### src/rtl/tcp_option_walker_extractor_top_defines.svh
// Assertion macros for the TCP option walker RTL.
// Included by modules that carry concurrent checks; expects clk and rst_n in scope.
`ifndef TCP_OPTION_WALKER_EXTRACTOR_TOP_DEFINES_SVH
`define TCP_OPTION_WALKER_EXTRACTOR_TOP_DEFINES_SVH

`ifndef SYNTHESIS
// Check sampled on clk, muted while rst_n is low.
`define TOWE_ASSERT(lbl, prop, msg) \
    lbl: assert property (@(posedge clk) disable iff (!rst_n) prop) else $error(msg);
// Check sampled on clk, live through reset as well.
`define TOWE_ASSERT_ALWAYS(lbl, prop, msg) \
    lbl: assert property (@(posedge clk) prop) else $error(msg);
`else
`define TOWE_ASSERT(lbl, prop, msg)
`define TOWE_ASSERT_ALWAYS(lbl, prop, msg)
`endif

`endif

### src/rtl/towe_pkg.sv
// Package for the TCP option walker: walk phase type, option kinds, length thresholds.
// No dependencies.
`default_nettype none

package towe_pkg;

    localparam int unsigned MAX_AREA_BYTES_DEF = 40;

    localparam logic [7:0] MATCH_KIND_RESET = 8'd254;

    localparam logic [7:0] KIND_EOL = 8'd0;
    localparam logic [7:0] KIND_NOP = 8'd1;

    localparam logic [7:0] MIN_OPTION_LEN = 8'd2;

    localparam logic [7:0] LEN_STAMP      = 8'd6;
    localparam logic [7:0] LEN_SRC_ADDR   = 8'd10;
    localparam logic [7:0] LEN_SRC_PORT   = 8'd12;
    localparam logic [7:0] LEN_DST_ADDR   = 8'd16;
    localparam logic [7:0] LEN_DST_PORT   = 8'd18;

    localparam logic [5:0] POS_SATURATE   = 6'd63;

    // register index, taken from paddr[2]
    localparam logic REG_MATCH_KIND = 1'b0;

    typedef enum logic [3:0] {
        PH_KIND = 4'b0001,
        PH_LEN  = 4'b0010,
        PH_BODY = 4'b0100,
        PH_STOP = 4'b1000
    } walk_phase_t;

endpackage

`default_nettype wire

### src/rtl/tcp_option_walker_extractor_top.sv
// TCP option walker and record extractor, top level.
// Depends on towe_pkg and tcp_option_walker_extractor_top_defines.svh.
//
// Usage:
//   Input channel (item_valid / item_stall) carries one option-area byte per
//   transfer with the area length and a last-byte flag. Output channel
//   (result_valid / result_stall) carries one record transfer when a byte
//   completes an option of kind match_kind, or when the byte is flagged last
//   (area_done, found_any). Bytes that cause nothing give no transfer.
//   One byte per cycle is taken while the output drains. A byte is held in an
//   input register, walked against the option state, and its result lands in
//   the output register. There is a single walk stage, so a new byte can enter
//   the input register while the previous one is walked.
//   When result_stall holds a waiting result, the input register still takes
//   one byte; item_stall then rises until the result is taken.
//   match_kind sits on an APB port at address 0 (reset 254); write it only
//   while the block is idle.
//   Reset clears the walk and both valid flags, and sets match_kind to 254.
`default_nettype none

`include "tcp_option_walker_extractor_top_defines.svh"

module tcp_option_walker_extractor_top #(
    parameter int unsigned MAX_AREA_BYTES = towe_pkg::MAX_AREA_BYTES_DEF
) (
    input  wire logic        clk,
    input  wire logic        rst_n,

    input  wire logic        psel,
    input  wire logic        penable,
    input  wire logic        pwrite,
    input  wire logic [2:0]  paddr,
    input  wire logic [31:0] pwdata,
    output logic      [31:0] prdata,
    output logic             pready,

    input  wire logic        item_valid,
    output logic             item_stall,
    input  wire logic [7:0]  data_byte,
    input  wire logic [5:0]  area_length,
    input  wire logic        last_byte,

    output logic             result_valid,
    input  wire logic        result_stall,
    output logic             record_valid,
    output logic      [31:0] stamp,
    output logic      [31:0] source_address,
    output logic      [15:0] source_port,
    output logic      [31:0] dest_address,
    output logic      [15:0] dest_port,
    output logic             area_done,
    output logic             found_any
);

    localparam logic [5:0] AREA_MAX = 6'(MAX_AREA_BYTES);

    // configuration
    logic [7:0] match_kind_reg;

    // input register
    logic       in_valid_reg;
    logic [7:0] in_byte_reg;
    logic [5:0] in_alen_reg;
    logic       in_last_reg;

    // walk state
    logic [5:0]           byte_position_reg, byte_position_next;
    towe_pkg::walk_phase_t walk_phase_reg, walk_phase_next;
    logic [7:0]           current_kind_reg, current_kind_next;
    logic [7:0]           current_length_reg, current_length_next;
    logic [7:0]           body_offset_reg, body_offset_next;
    logic [31:0]          held_stamp_reg, held_stamp_next;
    logic [31:0]          held_src_addr_reg, held_src_addr_next;
    logic [15:0]          held_src_port_reg, held_src_port_next;
    logic [31:0]          held_dst_addr_reg, held_dst_addr_next;
    logic [15:0]          held_dst_port_reg, held_dst_port_next;
    logic                 seen_match_reg, seen_match_next;

    // output register
    logic        result_valid_reg;
    logic        record_valid_reg;
    logic [31:0] stamp_reg;
    logic [31:0] source_address_reg;
    logic [15:0] source_port_reg;
    logic [31:0] dest_address_reg;
    logic [15:0] dest_port_reg;
    logic        area_done_reg;
    logic        found_any_reg;

    logic       in_accept;
    logic       proc;
    logic [5:0] alen;
    logic [5:0] remaining;
    logic [7:0] offset_inc;
    logic       complete;
    logic       rec;
    logic       has_result;

    // ---------------- configuration port ----------------
    assign pready = 1'b1;
    assign prdata = (paddr[2] == towe_pkg::REG_MATCH_KIND) ? {24'd0, match_kind_reg} : 32'd0;

    always_ff @(posedge clk or negedge rst_n)
    begin
        if (!rst_n)
        begin
            match_kind_reg <= towe_pkg::MATCH_KIND_RESET;
        end
        else if (psel && penable && pwrite && pready && (paddr[2] == towe_pkg::REG_MATCH_KIND))
        begin
            match_kind_reg <= pwdata[7:0];
        end
    end

    // ---------------- handshakes ----------------
    assign proc       = in_valid_reg && (!result_valid_reg || !result_stall);
    assign item_stall = in_valid_reg && !proc;
    assign in_accept  = item_valid && !item_stall;

    always_ff @(posedge clk or negedge rst_n)
    begin
        if (!rst_n)
        begin
            in_valid_reg <= 1'b0;
        end
        else if (in_accept)
        begin
            in_valid_reg <= 1'b1;
        end
        else if (proc)
        begin
            in_valid_reg <= 1'b0;
        end
    end

    always_ff @(posedge clk)
    begin
        if (in_accept)
        begin
            in_byte_reg <= data_byte;
            in_alen_reg <= area_length;
            in_last_reg <= last_byte;
        end
    end

    // ---------------- walk ----------------
    assign alen       = (in_alen_reg > AREA_MAX) ? AREA_MAX : in_alen_reg;
    assign remaining  = (byte_position_reg < alen) ? (alen - byte_position_reg) : 6'd0;
    assign offset_inc = body_offset_reg + 8'd1;

    always_comb
    begin
        walk_phase_next     = walk_phase_reg;
        current_kind_next   = current_kind_reg;
        current_length_next = current_length_reg;
        body_offset_next    = body_offset_reg;
        held_stamp_next     = held_stamp_reg;
        held_src_addr_next  = held_src_addr_reg;
        held_src_port_next  = held_src_port_reg;
        held_dst_addr_next  = held_dst_addr_reg;
        held_dst_port_next  = held_dst_port_reg;
        complete            = 1'b0;

        unique case (walk_phase_reg)
            towe_pkg::PH_KIND:
            begin
                if ((remaining < 6'd2) || (in_byte_reg == towe_pkg::KIND_EOL))
                begin
                    walk_phase_next = towe_pkg::PH_STOP;
                end
                else if (in_byte_reg != towe_pkg::KIND_NOP)
                begin
                    current_kind_next   = in_byte_reg;
                    current_length_next = 8'd0;
                    body_offset_next    = 8'd0;
                    held_stamp_next     = 32'd0;
                    held_src_addr_next  = 32'd0;
                    held_src_port_next  = 16'd0;
                    held_dst_addr_next  = 32'd0;
                    held_dst_port_next  = 16'd0;
                    walk_phase_next     = towe_pkg::PH_LEN;
                end
            end
            towe_pkg::PH_LEN:
            begin
                if ((in_byte_reg < towe_pkg::MIN_OPTION_LEN) ||
                    (in_byte_reg > ({2'd0, remaining} + 8'd1)))
                begin
                    walk_phase_next = towe_pkg::PH_STOP;
                end
                else
                begin
                    current_length_next = in_byte_reg;
                    if (in_byte_reg == towe_pkg::MIN_OPTION_LEN)
                    begin
                        complete = 1'b1;
                    end
                    else
                    begin
                        walk_phase_next = towe_pkg::PH_BODY;
                    end
                end
            end
            towe_pkg::PH_BODY:
            begin
                priority if (body_offset_reg < 8'd4)
                begin
                    held_stamp_next[8*body_offset_reg[1:0] +: 8] = in_byte_reg;
                end
                else if (body_offset_reg < 8'd8)
                begin
                    held_src_addr_next[8*(2'd3 - body_offset_reg[1:0]) +: 8] = in_byte_reg;
                end
                else if (body_offset_reg < 8'd10)
                begin
                    held_src_port_next[(body_offset_reg[0] ? 0 : 8) +: 8] = in_byte_reg;
                end
                else if (body_offset_reg < 8'd14)
                begin
                    held_dst_addr_next[8*2'(2'd1 - body_offset_reg[1:0]) +: 8] = in_byte_reg;
                end
                else if (body_offset_reg < 8'd16)
                begin
                    held_dst_port_next[(body_offset_reg[0] ? 0 : 8) +: 8] = in_byte_reg;
                end
                else
                begin
                    held_stamp_next = held_stamp_reg;
                end
                body_offset_next = offset_inc;
                if (({1'b0, offset_inc} + 9'd2) >= {1'b0, current_length_reg})
                begin
                    complete = 1'b1;
                end
            end
            towe_pkg::PH_STOP:
            begin
                walk_phase_next = towe_pkg::PH_STOP;
            end
            default:
            begin
                walk_phase_next = towe_pkg::PH_STOP;
            end
        endcase

        rec = complete && (current_kind_reg == match_kind_reg);
        if (complete)
        begin
            walk_phase_next = towe_pkg::PH_KIND;
        end
    end

    assign seen_match_next    = seen_match_reg || rec;
    assign byte_position_next = (byte_position_reg < towe_pkg::POS_SATURATE) ?
                                (byte_position_reg + 6'd1) : byte_position_reg;
    assign has_result         = rec || in_last_reg;

    always_ff @(posedge clk or negedge rst_n)
    begin
        if (!rst_n)
        begin
            byte_position_reg  <= 6'd0;
            walk_phase_reg     <= towe_pkg::PH_KIND;
            current_kind_reg   <= 8'd0;
            current_length_reg <= 8'd0;
            body_offset_reg    <= 8'd0;
            held_stamp_reg     <= 32'd0;
            held_src_addr_reg  <= 32'd0;
            held_src_port_reg  <= 16'd0;
            held_dst_addr_reg  <= 32'd0;
            held_dst_port_reg  <= 16'd0;
            seen_match_reg     <= 1'b0;
        end
        else if (proc)
        begin
            if (in_last_reg)
            begin
                // area finished: rearm
                byte_position_reg  <= 6'd0;
                walk_phase_reg     <= towe_pkg::PH_KIND;
                current_kind_reg   <= 8'd0;
                current_length_reg <= 8'd0;
                body_offset_reg    <= 8'd0;
                held_stamp_reg     <= 32'd0;
                held_src_addr_reg  <= 32'd0;
                held_src_port_reg  <= 16'd0;
                held_dst_addr_reg  <= 32'd0;
                held_dst_port_reg  <= 16'd0;
                seen_match_reg     <= 1'b0;
            end
            else
            begin
                byte_position_reg  <= byte_position_next;
                walk_phase_reg     <= walk_phase_next;
                current_kind_reg   <= current_kind_next;
                current_length_reg <= current_length_next;
                body_offset_reg    <= body_offset_next;
                held_stamp_reg     <= held_stamp_next;
                held_src_addr_reg  <= held_src_addr_next;
                held_src_port_reg  <= held_src_port_next;
                held_dst_addr_reg  <= held_dst_addr_next;
                held_dst_port_reg  <= held_dst_port_next;
                seen_match_reg     <= seen_match_next;
            end
        end
    end

    // ---------------- output register ----------------
    always_ff @(posedge clk or negedge rst_n)
    begin
        if (!rst_n)
        begin
            result_valid_reg <= 1'b0;
        end
        else if (proc)
        begin
            result_valid_reg <= has_result;
        end
        else if (!result_stall)
        begin
            result_valid_reg <= 1'b0;
        end
    end

    always_ff @(posedge clk)
    begin
        if (proc && has_result)
        begin
            record_valid_reg   <= rec;
            stamp_reg          <= (rec && (current_length_next >= towe_pkg::LEN_STAMP)) ?
                                  held_stamp_next : 32'd0;
            source_address_reg <= (rec && (current_length_next >= towe_pkg::LEN_SRC_ADDR)) ?
                                  held_src_addr_next : 32'd0;
            source_port_reg    <= (rec && (current_length_next >= towe_pkg::LEN_SRC_PORT)) ?
                                  held_src_port_next : 16'd0;
            dest_address_reg   <= (rec && (current_length_next >= towe_pkg::LEN_DST_ADDR)) ?
                                  held_dst_addr_next : 32'd0;
            dest_port_reg      <= (rec && (current_length_next >= towe_pkg::LEN_DST_PORT)) ?
                                  held_dst_port_next : 16'd0;
            area_done_reg      <= in_last_reg;
            found_any_reg      <= in_last_reg && seen_match_next;
        end
    end

    assign result_valid   = result_valid_reg;
    assign record_valid   = record_valid_reg;
    assign stamp          = stamp_reg;
    assign source_address = source_address_reg;
    assign source_port    = source_port_reg;
    assign dest_address   = dest_address_reg;
    assign dest_port      = dest_port_reg;
    assign area_done      = area_done_reg;
    assign found_any      = found_any_reg;

    // ---------------- checks ----------------
    `TOWE_ASSERT(a_result_has_cause,
        result_valid_reg |-> (record_valid_reg || area_done_reg),
        "result transfer with neither record nor area end")
    `TOWE_ASSERT(a_found_only_at_end,
        (result_valid_reg && !area_done_reg) |-> !found_any_reg,
        "found_any set before area end")
    `TOWE_ASSERT(a_rearm_after_last,
        (proc && in_last_reg) |=> ((walk_phase_reg == towe_pkg::PH_KIND) &&
            (byte_position_reg == 6'd0) && !seen_match_reg),
        "walk not rearmed after last byte")
    `TOWE_ASSERT_ALWAYS(a_stall_only_when_full,
        item_stall |-> (in_valid_reg && result_valid_reg && result_stall),
        "input stalled with room in the pipeline")
    `TOWE_ASSERT(a_record_fields_clear,
        (result_valid_reg && !record_valid_reg) |-> ((stamp_reg == 32'd0) &&
            (source_address_reg == 32'd0) && (dest_port_reg == 16'd0)),
        "record fields set without a record")

endmodule

`default_nettype wire
### config.mk
export PLATFORM = sky130hd
export DESIGN_NAME = tcp_option_walker_extractor_top
export DESIGN_NICKNAME = d
export VERILOG_FILES = /design/src/rtl/towe_pkg.sv /design/src/rtl/tcp_option_walker_extractor_top.sv
export VERILOG_INCLUDE_DIRS = /design/src /design/src/rtl
export SDC_FILE = /design/constraint.sdc
export NUM_CORES = 1
export LEC_CHECK = 0
export BUFFER_PORTS_ARGS = -buffer_cell sky130_fd_sc_hd__buf_2
export CELL_PAD_IN_SITES_DETAIL_PLACEMENT = 1
export CELL_PAD_IN_SITES_GLOBAL_PLACEMENT = 2
export CORE_UTILIZATION = 36
export CTS_BUF_LIST = sky130_fd_sc_hd__clkbuf_4
export DETAILED_ROUTE_END_ITERATION = 10
export GPL_ROUTABILITY_DRIVEN = 0
export PLACE_DENSITY_LB_ADDON = 0.3
export SYNTH_ARGS = -nofsm -noshare
export SYNTH_HDL_FRONTEND = slang
export SYNTH_SLANG_ARGS = --single-unit
export TNS_END_PERCENT = 20
### constraint.sdc
create_clock -name clk -period 14.3 [get_ports clk]
set_input_delay 0.715 -clock clk [delete_from_list [all_inputs] [get_ports clk]]
set_output_delay 0.715 -clock clk [all_outputs]
set_load 0.005 [all_outputs]
==> out/summary.md, run 1 <==
- **post-layout worst setup margin** 8.56 ns
- **1st-iter DRT viols** 797
- **launch instance of the worst min-delay path** data_byte[4]
- **antenna viol nets, final** 0
- **category of the critical setup timing path** flop to flop
- **pre-CTS setup slack** 8.53 ns
- **combined area of all synthesized cells** 16,400 µm²
- **clock latency at the later pin of the worst-skew pair** 0.84 ns
- **number of buffers on the longest clock path** 3
- **gr usage total** 22.0%
- **endpoint arrival time on the critical path** 6.15 ns
- **port buffer count** 171
- **clock tree from TritonCTS** built
- **flip-flop and latch count after synthesis** 319
- **top-area cell type share of the netlist area** 26.7%
- **worst clock skew on the final layout** 0.0735 ns
- **Worst R2R Path Depth** 22
- **synthesized instance count** 1,584
- **dominant synthesized flop cell** sky130_fd_sc_hd__dfrtp_1
- **global-route met2 utilization** 35.6%
- **run status** finished, final reports clean
- **cell leakage power** 7.10 nW
- **CP startpoint** in_alen_reg[5]
- **clock sink count** 319
- **area enclosed by the die boundary** 46,400 µm²
- **final hold violation count** 0
- **total CTS buffers** 90
- **crit path time final** 5.74 ns
- **cells along the critical path** o21ai_0, nand2_1, ha_1, inv_1, fa_1, a21o_1, a211oi_1, nor2_1, and2_1, ha_1, nand2_1, xnor2_1, nand2_1, ha_1, a21oi_1, nor2b_1, o32a_1, a21oi_1, a41oi_1, a211o_2, a21oi_4, buf_4
- **number of nets in the final layout** 1,834
- **DP Cell Count** 2,239
- **fill cell total of the finished layout** 5,002
- **floorplan row count** 77
- **per-instance average area after synthesis** 10.4 µm²
- **post-CTS clock slew at the launch and capture registers of the worst setup and hold paths** 0.06 ns
- **maximum number of pins on one net before global-route repair** 82
- **worst reg2reg setup slack** 8.56 ns
- **Yosys Warn Count** 0
- **overall die width** 216 µm
- **kind of start point of the critical path** flop
- **endpoint class of the critical path** flop
- **pin slew with the least headroom to its limit** 1.14 ns
- **library cell occupying the most area in the post-synthesis netlist** sky130_fd_sc_hd__edfxtp_1
- **worst path required time** 14.71 ns
- **power density over the cells** 123 nW/µm²
- **Die Y-Extent** 216 µm
- **worst min-delay path class** input pin to flop
- **DRC violations left** 0
- **met1 usage** 30.0%
- **worst hold path cell count** 1
- **reg-to-reg endpoint** source_address[15]
- **crit share post-route** 40.2%
- **cts-stage hold buffer count** 6
- **average wire per standard cell** 21.2 µm
- **top-count cell post-synth** sky130_fd_sc_hd__nand2_1
- **number of optimization iterations in the first detailed-route pass** 7
- **Root Buffer** sky130_fd_sc_hd__clkbuf_4
- **gr busiest metal** met2
- **setup repair bufs after CTS** 0
- **hold endpoint** in_byte_reg[4]
- **source of the worst register-to-register timing path** in_alen_reg[5]
- **global-route met3 utilization** 3.85%
- **Fmax achieved** 0.174 GHz
- **WL final** 51,100 µm
- **Commonest cells post-synth** 231 x sky130_fd_sc_hd__nand2_1, 165 x sky130_fd_sc_hd__dfrtp_1, 146 x sky130_fd_sc_hd__edfxtp_1
- **largest stage delay on the critical path** 0.73 ns
- **Post-DP HPWL** 32,600 µm
- **dominant cells by area after synthesis** sky130_fd_sc_hd__edfxtp_1 27%, sky130_fd_sc_hd__dfrtp_1 25%, sky130_fd_sc_hd__a22oi_1 5.9%
- **via count of the first global-routing pass** 13,700
- **number of top-level design ports** 223
- **final max-slew violation count** 0
- **Async SR Flop Fraction** 54.2%
- **highest ir drop seen on vdd** 0.0482 mV
- **Layout Area Growth over Synthesis** 14.4%
- **RSZ-0062 raised after global routing** no
- **number of enable flip-flop cells after synthesis** 146
- **master of the slowest instance on the critical path** sky130_fd_sc_hd__buf_4
- **max_cap viols** 0
- **first-pass GRT wire length** 79,800 µm
- **number of H-tree levels** 3
- **non-filler cells in the finished layout** 2,415
- **library cells used by synthesis** 85
- **share of synthesized area occupied by flip-flops and latches** 53.2%
- **total negative slack for setup checks** 0 ns
- **largest fanout of any net on the critical path** 79
- **Tot Pwr** 2.32 mW
- **initial core utilization** 36.8%
- **vias** 13,300
- **post-DR vias/cell** 5.49
- **worst rel slew slack** 24.0%
- **count of endpoints failing setup in the final report** 0
- **count of cells resized by post-cts repair** 0
- **initial antenna violation count** 3
- **area of the core** 44,600 µm²
- **global route overflow** 0
- **fraction of layout instances using a drive strength above 1** 23.9%
==> where the power goes <==
part	internal (mW)	leakage, nW	switching (mW)
Sequential	1.01	3.81	0.0371
Clock	0.450	0.697	0.414
Combinational	0.120	2.59	0.286
==> stage by stage <==
stage | area [µm²] | hold WS [ns] | utilization, %
2_1_floorplan | 16500 | 0.419 | -
3_3_place_gp | 17500 | 0.461 | 39.3
3_5_place_dp | 17500 | 0.471 | 39.3
4_1_cts | 18800 | 0.00225 | 42.1
5_1_grt | 18800 | 0.0362 | 42.1
6_report | 18800 | 0.0770 | 42.1
==> critical path: cells and delay by family, from the launching register on <==
kind / cells / cell delay [ns]
flops: 1 / 0.42
xor+xnor: 1 / 0.11
fa+ha+maj: 4 / 1.00
buf+inv: 2 / 0.79
compound gates: 9 / 2.28
simple gates: 6 / 0.66
==> placed cells by master, fill, tap and decap left out, drive strengths merged, types with 8 or more instances in the layout <==
cell type / instances
a21o: 8
clkinv: 37
a211oi: 24
clkbuf: 127
dfrtp: 165
nor4: 9
ha: 31
and3: 29
buf: 198
mux2: 8
a32oi: 32
nand4: 9
inv: 29
o31ai: 21
nand3: 35
nand2: 233
nor2b: 18
dfstp: 8
a21oi: 53
and2: 25
nor2: 77
conb: 25
nor3: 81
o21ai: 139
a22oi: 128
edfxtp: 146
xnor2: 24
a32o: 22
==> layer usage <==
layer	wire length [µm]	up-vias
met5	0	-
met4	939	0
met3	2220	59
met2	24400	312
met1	23600	6716
li1	-	6172
==> kinds of logic after synthesis <==
kind of cell / count (synthesis) / share of synthesized area (%)
other: 2 / 0.0458
and+or+nand+nor: 543 / 16.1
muxes: 9 / 0.610
xor gates and xnor gates: 30 / 1.65
adders and majority gates: 32 / 2.49
buffers and inverters: 186 / 5.62
AOI/OAI and AO/OA: 463 / 20.3
DFF: 319 / 53.2
==> cell type report <==
class / instances / area (µm²) / area share [%]
Clock buffer: 127 / 953 / 5.08
Multi-Input combinational cell: 1102 / 6890 / 36.7
Clock inverter: 42 / 233 / 1.24
Antenna cell: 1 / 2.50 / 0.0133
Sequential cell: 319 / 8720 / 46.5
Timing Repair Buffer: 204 / 1120 / 5.99
Inverter: 28 / 105 / 0.560
Tap cell: 592 / 741 / 3.94
==> how the worst max path moves through the flow <==
stage / to / slack, ns / cells after the start
floorplan: area_done / 3.50 / 22
global placement: source_address[13] / 8.64 / 22
detailed placement: source_address[15] / 8.53 / 22
CTS: source_address[15] / 8.53 / 22
global route: source_address[13] / 7.98 / 22
finish: source_address[15] / 8.56 / 22
(Power assumes the default switching activity.)
==> run 2: changes to the inputs <==
- clock period: 14.3 -> 5.45 ns (I/O delays scaled with it)
==> run 2 against run 1 <==
  * Worst hold slack lost 0.0062 ns
  * Sequential power grew to 2.6 times the previous value
  * First-iteration DRC count shrank 7.9%
  * Clock power grew to 2.6 times the previous value
  * Register-to-register slack lost 8.2 ns
  * Clock-buffer cell count grew 2
  * Critical path depth is the same
  * Final cell count grew 1.2%
  * Via count grew 0.55%
  * Final area grew 2.1%
  * Non-clock buffer count grew 36
  * Critical path type unchanged
  * Largest cell class unchanged
==> out/summary.md, run 2 (synthesized netlist as in run 1, its figures left out) <==
- **gr usage total** 22.5%
- **maximum number of pins on one net before global-route repair** 94
- **category of the critical setup timing path** flop to flop
- **initial core utilization** 36.8%
- **average wire per standard cell** 21.1 µm
- **final max-slew violation count** 0
- **number of nets in the final layout** 1,867
- **run status** finished, final reports clean
- **area enclosed by the die boundary** 46,400 µm²
- **Post-DP HPWL** 34,300 µm
- **switching power of the nets** 1.92 mW
- **RSZ-0062 raised after global routing** yes
- **number of optimization iterations in the first detailed-route pass** 5
- **Root Buffer** sky130_fd_sc_hd__clkbuf_4
- **switching share of power** 31.5%
- **most common cell after layout, fill and taps aside** sky130_fd_sc_hd__nand2_1
- **fraction of layout instances using a drive strength above 1** 24.8%
- **setup repair bufs after CTS** 0
- **Fmax achieved** 0.198 GHz
- **Area after DPL** 17,700 µm²
- **crit path time final** 5.05 ns
- **Combinational Power Share** 18.1%
- **first-pass GRT wire length** 81,600 µm
- **number of buffers on the longest clock path** 3
- **worst clock skew on the final layout** 0.0644 ns
- **post-CTS clock slew at the launch and capture registers of the worst setup and hold paths** 0.07 ns
- **floorplan row count** 77
- **Die Y-Extent** 216 µm
- **clock latency at the later pin of the worst-skew pair** 0.82 ns
- **worst min-delay path class** input pin to asynchronous set/reset pin
- **Tot Pwr** 6.10 mW
- **WL final** 51,500 µm
- **clock tree from TritonCTS** built
- **sequential share of power** 45.2%
- **power density over the cells** 318 nW/µm²
- **worst rel slew slack** 26.5%
- **highest-count cells in the layout ignoring fill and taps** 230 x sky130_fd_sc_hd__nand2_1, 170 x sky130_fd_sc_hd__buf_2, 165 x sky130_fd_sc_hd__dfrtp_1, 146 x sky130_fd_sc_hd__edfxtp_1
- **total CTS buffers** 87
- **vias** 13,300
- **Hold Slack** 0.0708 ns
- **antenna viol nets, final** 0
- **Layout Cell Area excl Fill** 19,200 µm²
- **final hold violation count** 0
- **crit share post-route** 92.6%
- **post-DR vias/cell** 5.46
- **highest ir drop seen on vdd** 0.138 mV
- **worst path required time** 5.93 ns
- **Layout Area Growth over Synthesis** 16.8%
- **pin slew with the least headroom to its limit** 1.09 ns
- **number of H-tree levels** 3
- **port buffer count** 171
- **initial antenna violation count** 1
- **number of top-level design ports** 223
- **1st-iter DRT viols** 734
- **clock network fraction of design power** 36.7%
- **Pint** 4.18 mW
- **via count of the first global-routing pass** 14,000
- **endpoint class of the critical path** flop
- **largest fanout of any net on the critical path** 32
- **worst reg2reg setup slack** 0.40 ns
- **area of the core** 44,600 µm²
- **overall die width** 216 µm
- **max_cap viols** 0
- **count of endpoints failing setup in the final report** 0
- **fill cell total of the finished layout** 5,067
- **endpoint arrival time on the critical path** 5.52 ns
- **global route overflow** 0
- **clock sink count** 319
- **kind of start point of the critical path** flop
- **DRC violations left** 0
- **cell leakage power** 7.27 nW
[run 2: cell count changes in the layout (fill, tap and decap cells not counted), moves of 4 or more]
cell,previous run,this run
sky130_fd_sc_hd__buf_4,27,37
sky130_fd_sc_hd__dlygate4sd3_1,6,27
sky130_fd_sc_hd__clkinv_1,29,23
sky130_fd_sc_hd__clkinv_2,8,4
[run 2: worst paths after layout]
path / start / endpoint / cells after the start
setup / recovery: in_alen_reg[5] / source_address[15] / 22
hold / removal: rst_n / held_dst_addr_reg[25] / 3
setup reg to reg: in_alen_reg[5] / source_address[15] / 22
hold reg to reg: held_src_port_reg[12] / held_src_port_reg[12] / 2
max in group asynchronous: rst_n / held_dst_port_reg[10] / 3
min in group clk: data_byte[2] / in_byte_reg[2] / 2
[run 2: worst max-delay path, stage by stage, from the launching register on]
cell and delay (ns):
sky130_fd_sc_hd__edfxtp_1 0.39, sky130_fd_sc_hd__o21ai_1 0.11, sky130_fd_sc_hd__nand2_1 0.08, sky130_fd_sc_hd__ha_2 0.18, sky130_fd_sc_hd__inv_2 0.04, sky130_fd_sc_hd__fa_2 0.37, sky130_fd_sc_hd__a21o_1 0.23, sky130_fd_sc_hd__a211oi_2 0.28
sky130_fd_sc_hd__nor2_1 0.13, sky130_fd_sc_hd__and2_1 0.16, sky130_fd_sc_hd__ha_2 0.19, sky130_fd_sc_hd__nand2_1 0.07, sky130_fd_sc_hd__xnor2_1 0.11, sky130_fd_sc_hd__nand2_1 0.08, sky130_fd_sc_hd__ha_2 0.18, sky130_fd_sc_hd__a21oi_2 0.11
sky130_fd_sc_hd__nor2b_1 0.06, sky130_fd_sc_hd__o32a_1 0.39, sky130_fd_sc_hd__a2111oi_4 0.23, sky130_fd_sc_hd__buf_6 0.25, sky130_fd_sc_hd__o31ai_4 0.16, sky130_fd_sc_hd__nor2_4 0.77, sky130_fd_sc_hd__nor3_1 0.14
[run 2: layout make-up]
class / count / area (µm²) / share of cell area, %
timing repair buffer: 240 / 1510 / 7.87
multi-input combinational: 1102 / 6930 / 36.2
clock inverter: 32 / 183 / 0.953
tap: 592 / 741 / 3.86
sequential: 319 / 8720 / 45.5
inverter: 28 / 105 / 0.548
antenna: 1 / 2.50 / 0.0131
clock buffer: 129 / 968 / 5.05
[run 2: what timing repair did]
action	4_1_cts	5_1_grt
endpoints found under the hold margin	79	0
endpoints found under the setup margin	0	26
gates resized for setup	0	1
hold buffers	28	0
[run 2: metal layers]
metal	part of all wire (%)	global-route usage, %	vias up
met3	4.1	4.03	54
met1	46	29.8	6741
met2	48	37.1	302
met4	1.8	7.28	0
li1	-	-	6235
met5	0	0	-
[run 2: per-stage QoR]
stage	std cells	setup WS (ns)	setup TNS (ns)	util (%)
2_1_floorplan	1607	-0.824	-108.56	-
3_3_place_gp	2253	0.396	0	39.7
3_5_place_dp	2253	0.318	0	39.7
4_1_cts	2442	0.279	0	42.9
5_1_grt	2443	-0.00618	-0.00618	43.0
6_report	2443	0.404	0	43.0
[run 2: power groups by stage]
stage	Sequential, mW	Clock [mW]	Combinational (mW)
final	2.76	2.24	1.10
after floorplan	2.77	0	0.790
after detailed placement	2.81	0	1.09
after global routing	2.77	2.44	1.21
after global placement	2.80	0	1.06
after CTS	2.76	2.33	1.11
